--- src/rtl/note_echo_generator_core_defines.svh ---
// Assertion macros for the note echo core
`ifndef NOTE_ECHO_GENERATOR_CORE_DEFINES_SVH
`define NOTE_ECHO_GENERATOR_CORE_DEFINES_SVH
`ifndef SYNTHESIS
`define NEG_ASSERT_IMPL(label, clk, rst_n, prop, msg) \
	label: assert property (@(posedge clk) disable iff (!rst_n) prop) else $error(msg);
`define NEG_ASSERT_NEXT(label, clk, rst_n, pre, post, msg) \
	label: assert property (@(posedge clk) disable iff (!rst_n) (pre) |=> (post)) else $error(msg);
`else
`define NEG_ASSERT_IMPL(label, clk, rst_n, prop, msg)
`define NEG_ASSERT_NEXT(label, clk, rst_n, pre, post, msg)
`endif
`endif

--- src/rtl/neg_pkg.sv ---
`timescale 1ns / 1ps
package neg_pkg;
	localparam int MAX_REPEATS = 16;
	localparam int PITCH_COUNT = 128;
	localparam int PITCH_W = $clog2(PITCH_COUNT);
	localparam int MASK_W = MAX_REPEATS;
	localparam int BIT_W = $clog2(MASK_W);
	localparam int IDX_W = $clog2(MAX_REPEATS + 1);

	localparam logic [1:0] KIND_ON = 2'd0;
	localparam logic [1:0] KIND_OFF = 2'd1;

	localparam logic [2:0] REG_COUNT = 3'd0;
	localparam logic [2:0] REG_INTERVAL = 3'd1;
	localparam logic [2:0] REG_DECAY = 3'd2;
	localparam logic [2:0] REG_STEP = 3'd3;
	localparam logic [2:0] REG_PASS = 3'd4;

	typedef struct packed {
		logic [1:0] event_kind;
		logic [6:0] pitch;
		logic [6:0] velocity;
		logic [31:0] duration;
		logic [47:0] time_stamp;
	} in_req_t;

	typedef struct packed {
		logic [1:0] out_kind;
		logic [6:0] out_pitch;
		logic [6:0] out_velocity;
		logic [31:0] out_duration;
		logic [47:0] out_time;
		logic last_of_run;
	} out_req_t;

	// classified request handed from front to back
	typedef struct packed {
		in_req_t req;
		logic fwd;
		logic is_on;
		logic echo;
		logic [IDX_W-1:0] reps;
		logic [16:0] decay;
		logic [5:0] step;
		logic [25:0] interval;
		logic [MASK_W-1:0] mask;
	} job_t;

	typedef struct packed {
		logic we;
		logic [PITCH_W-1:0] pitch;
		logic [MASK_W-1:0] mask;
		logic [5:0] step;
		logic [25:0] interval;
	} rec_t;
endpackage

--- src/rtl/neg_back.sv ---
`timescale 1ns / 1ps
module neg_back import neg_pkg::*; (
	input  logic clk,
	input  logic arst_n,
	input  logic job_valid,
	output logic job_ready,
	input  job_t job,
	output rec_t rec,
	output logic out_valid,
	input  logic out_ready,
	output out_req_t out_data
);
	typedef enum logic [1:0] {S_IDLE, S_FWD, S_ECHO, S_DONE} state_t;
	state_t state_q;
	job_t job_q;
	logic [IDX_W-1:0] i_q;
	logic [23:0] run_q;
	logic [6:0] vel_q;
	logic [47:0] t_q;
	logic signed [11:0] np_q;
	logic [MASK_W-1:0] got_q;
	out_req_t pend_q;
	logic pend_v_q;

	logic [40:0] prod;
	logic [23:0] run_n;
	logic [7:0] v_n;
	logic signed [11:0] np_n;
	logic [47:0] t_n;
	logic [BIT_W-1:0] bit_i;
	logic last_i;
	logic go, kill, skip;
	logic can_out;

	assign can_out = !out_valid || out_ready;
	assign prod = 41'(run_q) * 41'(job_q.decay) + 41'h8000;
	assign run_n = prod[39:16];
	assign v_n = 8'((25'(run_n) + 25'h8000) >> 16);
	assign np_n = np_q + 12'(signed'(job_q.step));
	assign t_n = t_q + 48'(job_q.interval);
	assign bit_i = BIT_W'(i_q - IDX_W'(1));
	assign last_i = (i_q == IDX_W'(MAX_REPEATS)) || (job_q.is_on && i_q == job_q.reps);
	assign kill = job_q.is_on && v_n == 8'd0;
	assign skip = np_n < 0 || np_n > 12'sd127 || !job_q.mask[bit_i];
	assign go = !kill && !skip;
	assign job_ready = state_q == S_IDLE;

	always_ff @(posedge clk or negedge arst_n) begin
		if (!arst_n) begin
			state_q <= S_IDLE;
			out_valid <= 1'b0;
			rec <= '0;
			out_data <= '0;
			job_q <= '0;
			i_q <= '0;
			run_q <= '0;
			vel_q <= '0;
			t_q <= '0;
			np_q <= '0;
			got_q <= '0;
			pend_q <= '0;
			pend_v_q <= 1'b0;
		end else begin
			rec.we <= 1'b0;
			if (out_valid && out_ready)
				out_valid <= 1'b0;
			case (state_q)
				S_IDLE: if (job_valid) begin
					job_q <= job;
					run_q <= {job.req.velocity, 16'd0};
					vel_q <= job.req.velocity;
					t_q <= job.req.time_stamp;
					np_q <= 12'(job.req.pitch);
					i_q <= IDX_W'(1);
					got_q <= '0;
					state_q <= S_FWD;
				end
				S_FWD: if (can_out) begin
					if (job_q.fwd) begin
						pend_q <= {job_q.req.event_kind, job_q.req.pitch,
							job_q.req.velocity, job_q.req.duration,
							job_q.req.time_stamp, 1'b0};
						pend_v_q <= 1'b1;
					end
					state_q <= (job_q.echo && !(job_q.is_on && job_q.reps == '0))
						? S_ECHO : S_DONE;
				end
				S_ECHO: if (can_out) begin
					run_q <= run_n;
					np_q <= np_n;
					t_q <= t_n;
					i_q <= i_q + 1'b1;
					if (go) begin
						if (pend_v_q) begin
							out_valid <= 1'b1;
							out_data <= pend_q;
						end
						pend_q <= {job_q.req.event_kind, np_n[6:0],
							job_q.is_on ? v_n[6:0] : vel_q, job_q.req.duration,
							t_n, 1'b0};
						pend_v_q <= 1'b1;
						got_q[bit_i] <= 1'b1;
					end
					if (kill || last_i)
						state_q <= S_DONE;
				end
				S_DONE: if (can_out) begin
					// release the held request as the last of the run
					if (pend_v_q) begin
						out_valid <= 1'b1;
						out_data <= {pend_q[$bits(out_req_t)-1:1], 1'b1};
						pend_v_q <= 1'b0;
					end
					if (job_q.is_on && job_q.req.duration == '0) begin
						rec.we <= 1'b1;
						rec.pitch <= job_q.req.pitch[PITCH_W-1:0];
						rec.mask <= got_q;
						rec.step <= job_q.step;
						rec.interval <= job_q.interval;
					end
					state_q <= S_IDLE;
				end
				default: state_q <= S_IDLE;
			endcase
		end
	end
endmodule
--- config.mk ---
export PLATFORM = sky130hd
export DESIGN_NAME = neg_back
export DESIGN_NICKNAME = d
export VERILOG_FILES = /design/src/rtl/note_echo_generator_core_defines.svh /design/src/rtl/neg_pkg.sv /design/src/rtl/neg_back.sv
export SDC_FILE = /design/constraint.sdc
export NUM_CORES = 2
export LEC_CHECK = 0
export ABC_AREA = 0
export BUFFER_PORTS_ARGS = -buffer_cell sky130_fd_sc_hd__buf_2
export CAP_MARGIN = 10
export CORE_MARGIN = 3
export CORE_UTILIZATION = 40
export DETAILED_ROUTE_END_ITERATION = 12
export REMOVE_ABC_BUFFERS = 1
export SLEW_MARGIN = 20
export SYNTH_ARGS = -nofsm -noshare
export SYNTH_HDL_FRONTEND = slang
export SYNTH_SLANG_ARGS = --single-unit
--- constraint.sdc ---
create_clock -name clk -period 11.4 [get_ports clk]
set_clock_uncertainty 0.2 [all_clocks]
set_input_delay 2.28 -clock clk [delete_from_list [all_inputs] [get_ports clk]]
set_output_delay 2.28 -clock clk [all_outputs]
set_load 0.02 [all_outputs]
Yosys cells after proc, flatten, opt, wreduce, memory -nomap -nowiden --
Cells that the tools add are included.
Storage, ports and cells: output and inout port bits 155, bits of input ports 173, bits in registers 528, logic and storage cells 152
Cells by class: reductions and logical operators 34, $add $sub $neg 6, multiplexer cells 54, multipliers 1, $lt $le $gt $ge 4, bitwise operators 1, equality and inequality tests 14
Operators with widths (number):
- 2-to-1 mux 97 bit | 9
- one-hot mux 97 bit (2 select lines) | 2
- 2-to-1 mux 56 bit | 3
- 2-to-1 mux 48 bit | 2
- one-hot mux 48 bit (2 select lines) | 1
- adder 48 x 26 -> 48 bit | 1
- 2-to-1 mux 16 bit | 3
- 2-to-1 mux 24 bit | 2
- one-hot mux 24 bit (2 select lines) | 1
- adder 40 x 16 -> 40 bit (second input constant) | 1
- multiplier 24 x 17 -> 40 bit | 1
- zero test 32 bit | 1
- one-hot mux 16 bit (2 select lines) | 1
- adder 24 x 16 -> 24 bit (second input constant) | 1
- 2-to-1 mux 12 bit | 2
- one-hot mux 12 bit (2 select lines) | 1
- != test 2 bit (second input constant) | 9
- bitwise OR 16 bit | 1
- 2-to-1 mux 1 bit | 13
- adder 12 x 6 -> 12 bit | 1
- > comparator 12 x 8 -> 1 bit (second input constant) | 1
- < comparator 12 x 1 -> 1 bit (second input constant) | 1
- AND reduction 6 bit | 2
- 2-to-1 mux 2 bit | 5
- 28 further kinds | 49

Depth between registers and ports, before layout --
depth in word-level cells 10, mapped depth 33

Worst setup path before layout --
OpenSTA, ideal clock, no wires.
path kind register to register, start point reg run_q[21], end point reg out_data[53] in the netlist's numbering, setup time 0.128 ns, stages on the path, launching flop included 32, period minus slack after synthesis 8.566 ns, arrival 8.238 ns, setup slack 2.834 ns, path through dfrtp_1 > clkbuf_1 > nand2_1 > fa_1 > inv_1 > fa_1 > inv_1 > fa_1 > inv_1 > fa_1 > fa_1 > inv_1 > fa_1 > inv_1 > ha_1 > clkbuf_2 > nand2_1 > or4_4 > a2111oi_2 > a41o_1 > nor3_1 > nor4_4 > nand4_2 > or4b_1 > a21o_1 > a2111o_1 > and2_1 > buf_2 > a31oi_4 > buf_6 > buf_8 > mux2_1
On the way: cells in the longest elaborated chain, start to end 9
Ends and longest elaborated chain:
- start: declaration | RTL line neg_back.sv:17 | logic [23:0] run_q;
- start signal: assignment | RTL line neg_back.sv:70 | run_q <= {job.req.velocity, 16'd0};
- start signal: assignment | RTL line neg_back.sv:89 | run_q <= run_n;
- multiplier 24 x 17 -> 40 bit | RTL line neg_back.sv:36 | assign prod = 41'(run_q) * 41'(job_q.decay) + 41'h8000;
- adder 40 x 16 -> 40 bit | RTL line neg_back.sv:36
- adder 24 x 16 -> 24 bit | RTL line neg_back.sv:38 | assign v_n = 8'((25'(run_n) + 25'h8000) >> 16);
- zero test 8 bit | RTL line neg_back.sv:43 | assign kill = job_q.is_on && v_n == 8'd0;
- logical AND 1 bit | RTL line neg_back.sv:43
- zero test 1 bit | RTL line neg_back.sv:45 | assign go = !kill && !skip;
- logical AND 1 bit | RTL line neg_back.sv:45
- != test 2 bit (no source line)
- AND reduction 6 bit (no source line)
- end signal: assignment | RTL line neg_back.sv:96 | out_data <= pend_q;
- end signal: assignment | RTL line neg_back.sv:111 | out_data <= {pend_q[$bits(out_req_t)-1:1], 1'b1};
- end: declaration | RTL line neg_back.sv:11 | output out_req_t out_data
No other way between the ends. A chain may end at the register's enable or synchronous reset.

Worst setup path after layout --
start point reg job_q[54] in the netlist's numbering, end point reg out_data[40] in the netlist's numbering
On the way: cells in the longest elaborated chain, start to end 9
Ends and longest elaborated chain:
- start: declaration | RTL line neg_back.sv:15 | job_t job_q;
- start signal: assignment | RTL line neg_back.sv:69 | job_q <= job;
- multiplier 24 x 17 -> 40 bit | RTL line neg_back.sv:36
- adder 40 x 16 -> 40 bit | RTL line neg_back.sv:36
- adder 24 x 16 -> 24 bit | RTL line neg_back.sv:38
- zero test 8 bit | RTL line neg_back.sv:43
- logical AND 1 bit | RTL line neg_back.sv:43
- zero test 1 bit | RTL line neg_back.sv:45
- logical AND 1 bit | RTL line neg_back.sv:45
- != test 2 bit (no source line)
- AND reduction 6 bit (no source line)
No other way between the ends.

==> key figures <==
GRT
  – Vias in the first global route: ~29000
  – M3 GR Usage: 0.0361
  – Largest net degree at the start of global routing: about 170
  – Aggregate global routing overflow: 0
  – Initial antenna violation count: 16
  – First-pass GRT wire length: 162000 um
  – M2 GR Usage: 0.356
  – GRT Max-Usage Layer: met2
  – Total track usage: 0.209
  – GR Layer Usage met1: 0.276

Worst setup path
  – Max Fanout on Critical Path: 96
  – RR Endpoint: out_data[40]
  – Slowest stage cell, crit path: dfrtp_1
  – CP max stage delay: around 1.1 ns
  – Reg2Reg Depth: 27
  – Launching point of the worst reg2reg path: job_q[54]
  – CP arrival: about 11 ns
  – WS Path Type: reg -> reg
  – WP buf/inv: 6
  – Startpoint Class: register
  – R2R Setup Slk: about 0.93 ns
  – Worst Path Required: between 10 and 15 ns
  – Crit-path leading delay family: adder cells
  – Crit. End Element: register
  – Crit path top cell by count: fa_1

Die
  – Overall die width: ~310 um
  – Io pins: roughly 330
  – # rows: 111
  – Die Ht: 311 um
  – Die area: 96600 sq um
  – Core footprint: ~90000 sq um
  – Initial Utilization: 0.404

Clock tree
  – Num CTS Buffers: 52
  – Hold buffers post-CTS: 0
  – Clock transition at path regs: 0.06 ns
  – Postcts setup bufs: 0
  – Root Driver: clkbuf_16
  – # clock sinks: 527
  – CTS tree: yes
  – CTS max path bufs: 3
  – Post-cts resize count: 0
  – CTS H-tree depth: 2
  – Clock latency at the later pin of the worst-skew pair: about 0.63 ns

Timing
  – Normalized max-slew margin: 0.229
  – Worst Tran Pin Value: roughly 1.2 ns
  – Final period util: 0.918
  – F_max: 95.5 MHz
  – Fin. max-slew vios: 0
  – Final-report hold violation count: 0
  – Period minus WS final: between 10 and 15 ns
  – Worst hold slack: about 0.27 ns
  – Setup ws final: 0.930 ns
  – Final setup fails: 0
  – RSZ-0062 raised after global routing: false
  – Total Neg Setup Slack: 0 ns

Hold path
  – Min-Delay Startpoint: job_q[4]
  – WHS Endpoint: job_q[4]
  – Worst hold path cell count: 2
  – Worst min path class: reg -> reg

Route
  – DR vias/cell: 5.15
  – Antenna viol nets, final: 0
  – Wire per inst: approximately 19 um
  – Routed vias: 27300
  – Starting DRT DRC Count: between 1500 and 2000
  – Post-Route WL: approximately 100000 um
  – Remaining DRCs: 0
  – Drt first pass iters: 6

Pwr
  – VDD IR max: 0.000213 V
  – PD cells: ~310 nW/um^2
  – Static leakage: between 0.02 and 0.025 uW

Place
  – Place WS: 0.942 ns
  – Port-buffer cells: 327
  – Gpl congestion: between 0.8 and 0.9
  – HPWL Detailed: between 70000 and 80000 um

Synth
  – Post-synthesis mux area share: 0.0799
  – Cell taking the most area after synthesis: dfrtp_1
  – Complex-gate fraction of the synthesized area: 0.0754
  – Synth async-reset ratio: 1.00
  – Top FF cell, synth: dfrtp_1
  – Largest family of logic cells by synthesized area: adder cells
  – Largest cells by area after synthesis: dfrtp_1 (35%), fa_1 (18%), nand2_1 (8.6%)
  – Post-synth EDFFs: 0
  – Synth warn: 0
  – Flip-flop and latch count after synthesis: approximately 530
  – Cell count after synthesis: between 3000 and 4000
  – Post-synth cell types: 78
  – Post-synthesis adder-cell area fraction: 0.236
  – Post-synthesis xor/xnor area fraction: 0.0229
  – Most frequent cell after synthesis: nand2_1
  – Mapped Area: approximately 37000 sq um
  – Share of the synthesized area in the top cell type: 0.355
  – Simple logic cell fraction of the synthesized area: 0.164
  – Syn Area/Cell: approximately 10 sq um
  – Post-synthesis sequential area ratio: 0.355
  – Most frequent cells after synthesis: nand2_1 (847), dfrtp_1 (527), inv_1 (435)

Finish
  – Nets: roughly 4700
  – Layout cells sized above 1: 0.160
  – Area Growth Syn to Fin: 11.9%

Outcome
  – Status: finished, final reports clean

Flow run
  – Max-cap viol count: 0
[flip-flops by register name (all words and copies together) (netlist names)]
| name | count |
|---|---|
| i_q | 5 |
| out_valid | 1 |
| rec | 56 |
| run_q | 24 |
| got_q | 16 |
| out_data | 97 |
| np_q | 12 |
| pend_v_q | 1 |
| vel_q | 7 |
| t_q | 48 |
| pend_q | 96 |
| job_q | 162 |
| state_q | 2 |
[placed cells by master, fill, tap and decap left out, drive strengths merged, types with 11 or more instances in the layout]
cell / instances
a21o: 29
a21oi: 114
a221o: 11
a22o: 19
a22oi: 30
and2: 202
and3: 14
buf: 351
clkbuf: 65
clkinv: 15
dfrtp: 527
fa: 330
ha: 173
inv: 438
mux2: 223
mux2i: 37
nand2: 847
nand2b: 13
nand3: 99
nand4: 18
nor2: 91
nor3: 27
nor4: 13
o21a: 15
o21ai: 111
o22ai: 21
xnor2: 60
xor2: 37
[worst max-delay path by stage]
stage | depth (start not counted) | start | slack (ns) | endpoint
after floorplan | 26 | job_q[50] | 1.14 | out_data[10]
after global placement | 27 | job_q[54] | 1.12 | out_data[39]
after detailed placement | 27 | job_q[54] | 0.94 | out_data[36]
after CTS | 27 | job_q[54] | 0.89 | out_data[40]
after global routing | 27 | job_q[54] | 0.32 | out_data[40]
final | 27 | job_q[54] | 0.93 | out_data[40]
[layout make-up]
class / instances / area [sq um]
clock buffers: 65 / 1420
fillers: 9072 / 50400
clock inverters: 27 / 352
diodes: 5 / 12.5
well taps: 1243 / 1560
inverters: 435 / 1630
multi-input cells: 2662 / 21600
flip-flops and latches: 527 / 13200
repair buffers: 351 / 1850
[worst register-to-register path, delay by kind of cell, from the launching register on]
kind,cells,cell delay (ns)
buffers and inverters,6,0.76
XOR/XNOR,1,0.45
AND/OR/NAND/NOR,6,2.30
multiplexers,1,0.49
flip-flops,1,1.10
adder cells (fa/ha/maj),7,3.49
AO/OA/AOI/OAI,6,1.54
[cells by family (layout without fill, tap and decap cells)]
kind of cell | after synthesis | in the layout
AOI/OAI and AO/OA | 433 | 433
xor gates and xnor gates | 97 | 97
adders and majority gates | 503 | 503
buffers and inverters | 636 | 878
DFF | 527 | 527
muxes | 264 | 264
other | 0 | 5
and+or+nand+nor | 1365 | 1365
[metrics by stage]
| step | util | instances | area (sq um) | power, uW |
|---|---|---|---|---|
| 3_5_place_dp | 0.433 | 5218 | 39800 | 11200 |
| 6_report | 0.452 | 5315 | 41600 | 13000 |
| 4_1_cts | 0.452 | 5310 | 41600 | 13100 |
| 3_3_place_gp | 0.433 | 5218 | 39800 | 11100 |
| 2_1_floorplan | - | 3624 | 36300 | 8830 |
| 5_1_grt | 0.452 | 5314 | 41600 | 14200 |
[routing by layer]
| metal | part of all wire | up-vias | wire length (um) |
|---|---|---|---|
| li1 | - | 12700 | - |
| met1 | 0.44 | 13800 | 43800 |
| met2 | 0.48 | 624 | 48500 |
| met3 | 0.055 | 150 | 5500 |
| met4 | 0.027 | 14 | 2680 |
| met5 | 0.00093 | - | 93 |
[power by group]
| group | switching, uW | internal [uW] |
|---|---|---|
| logic | 4560 | 2980 |
| clock network | 780 | 1030 |
| registers | 977 | 2630 |
Power figures use the tool's default switching activity.
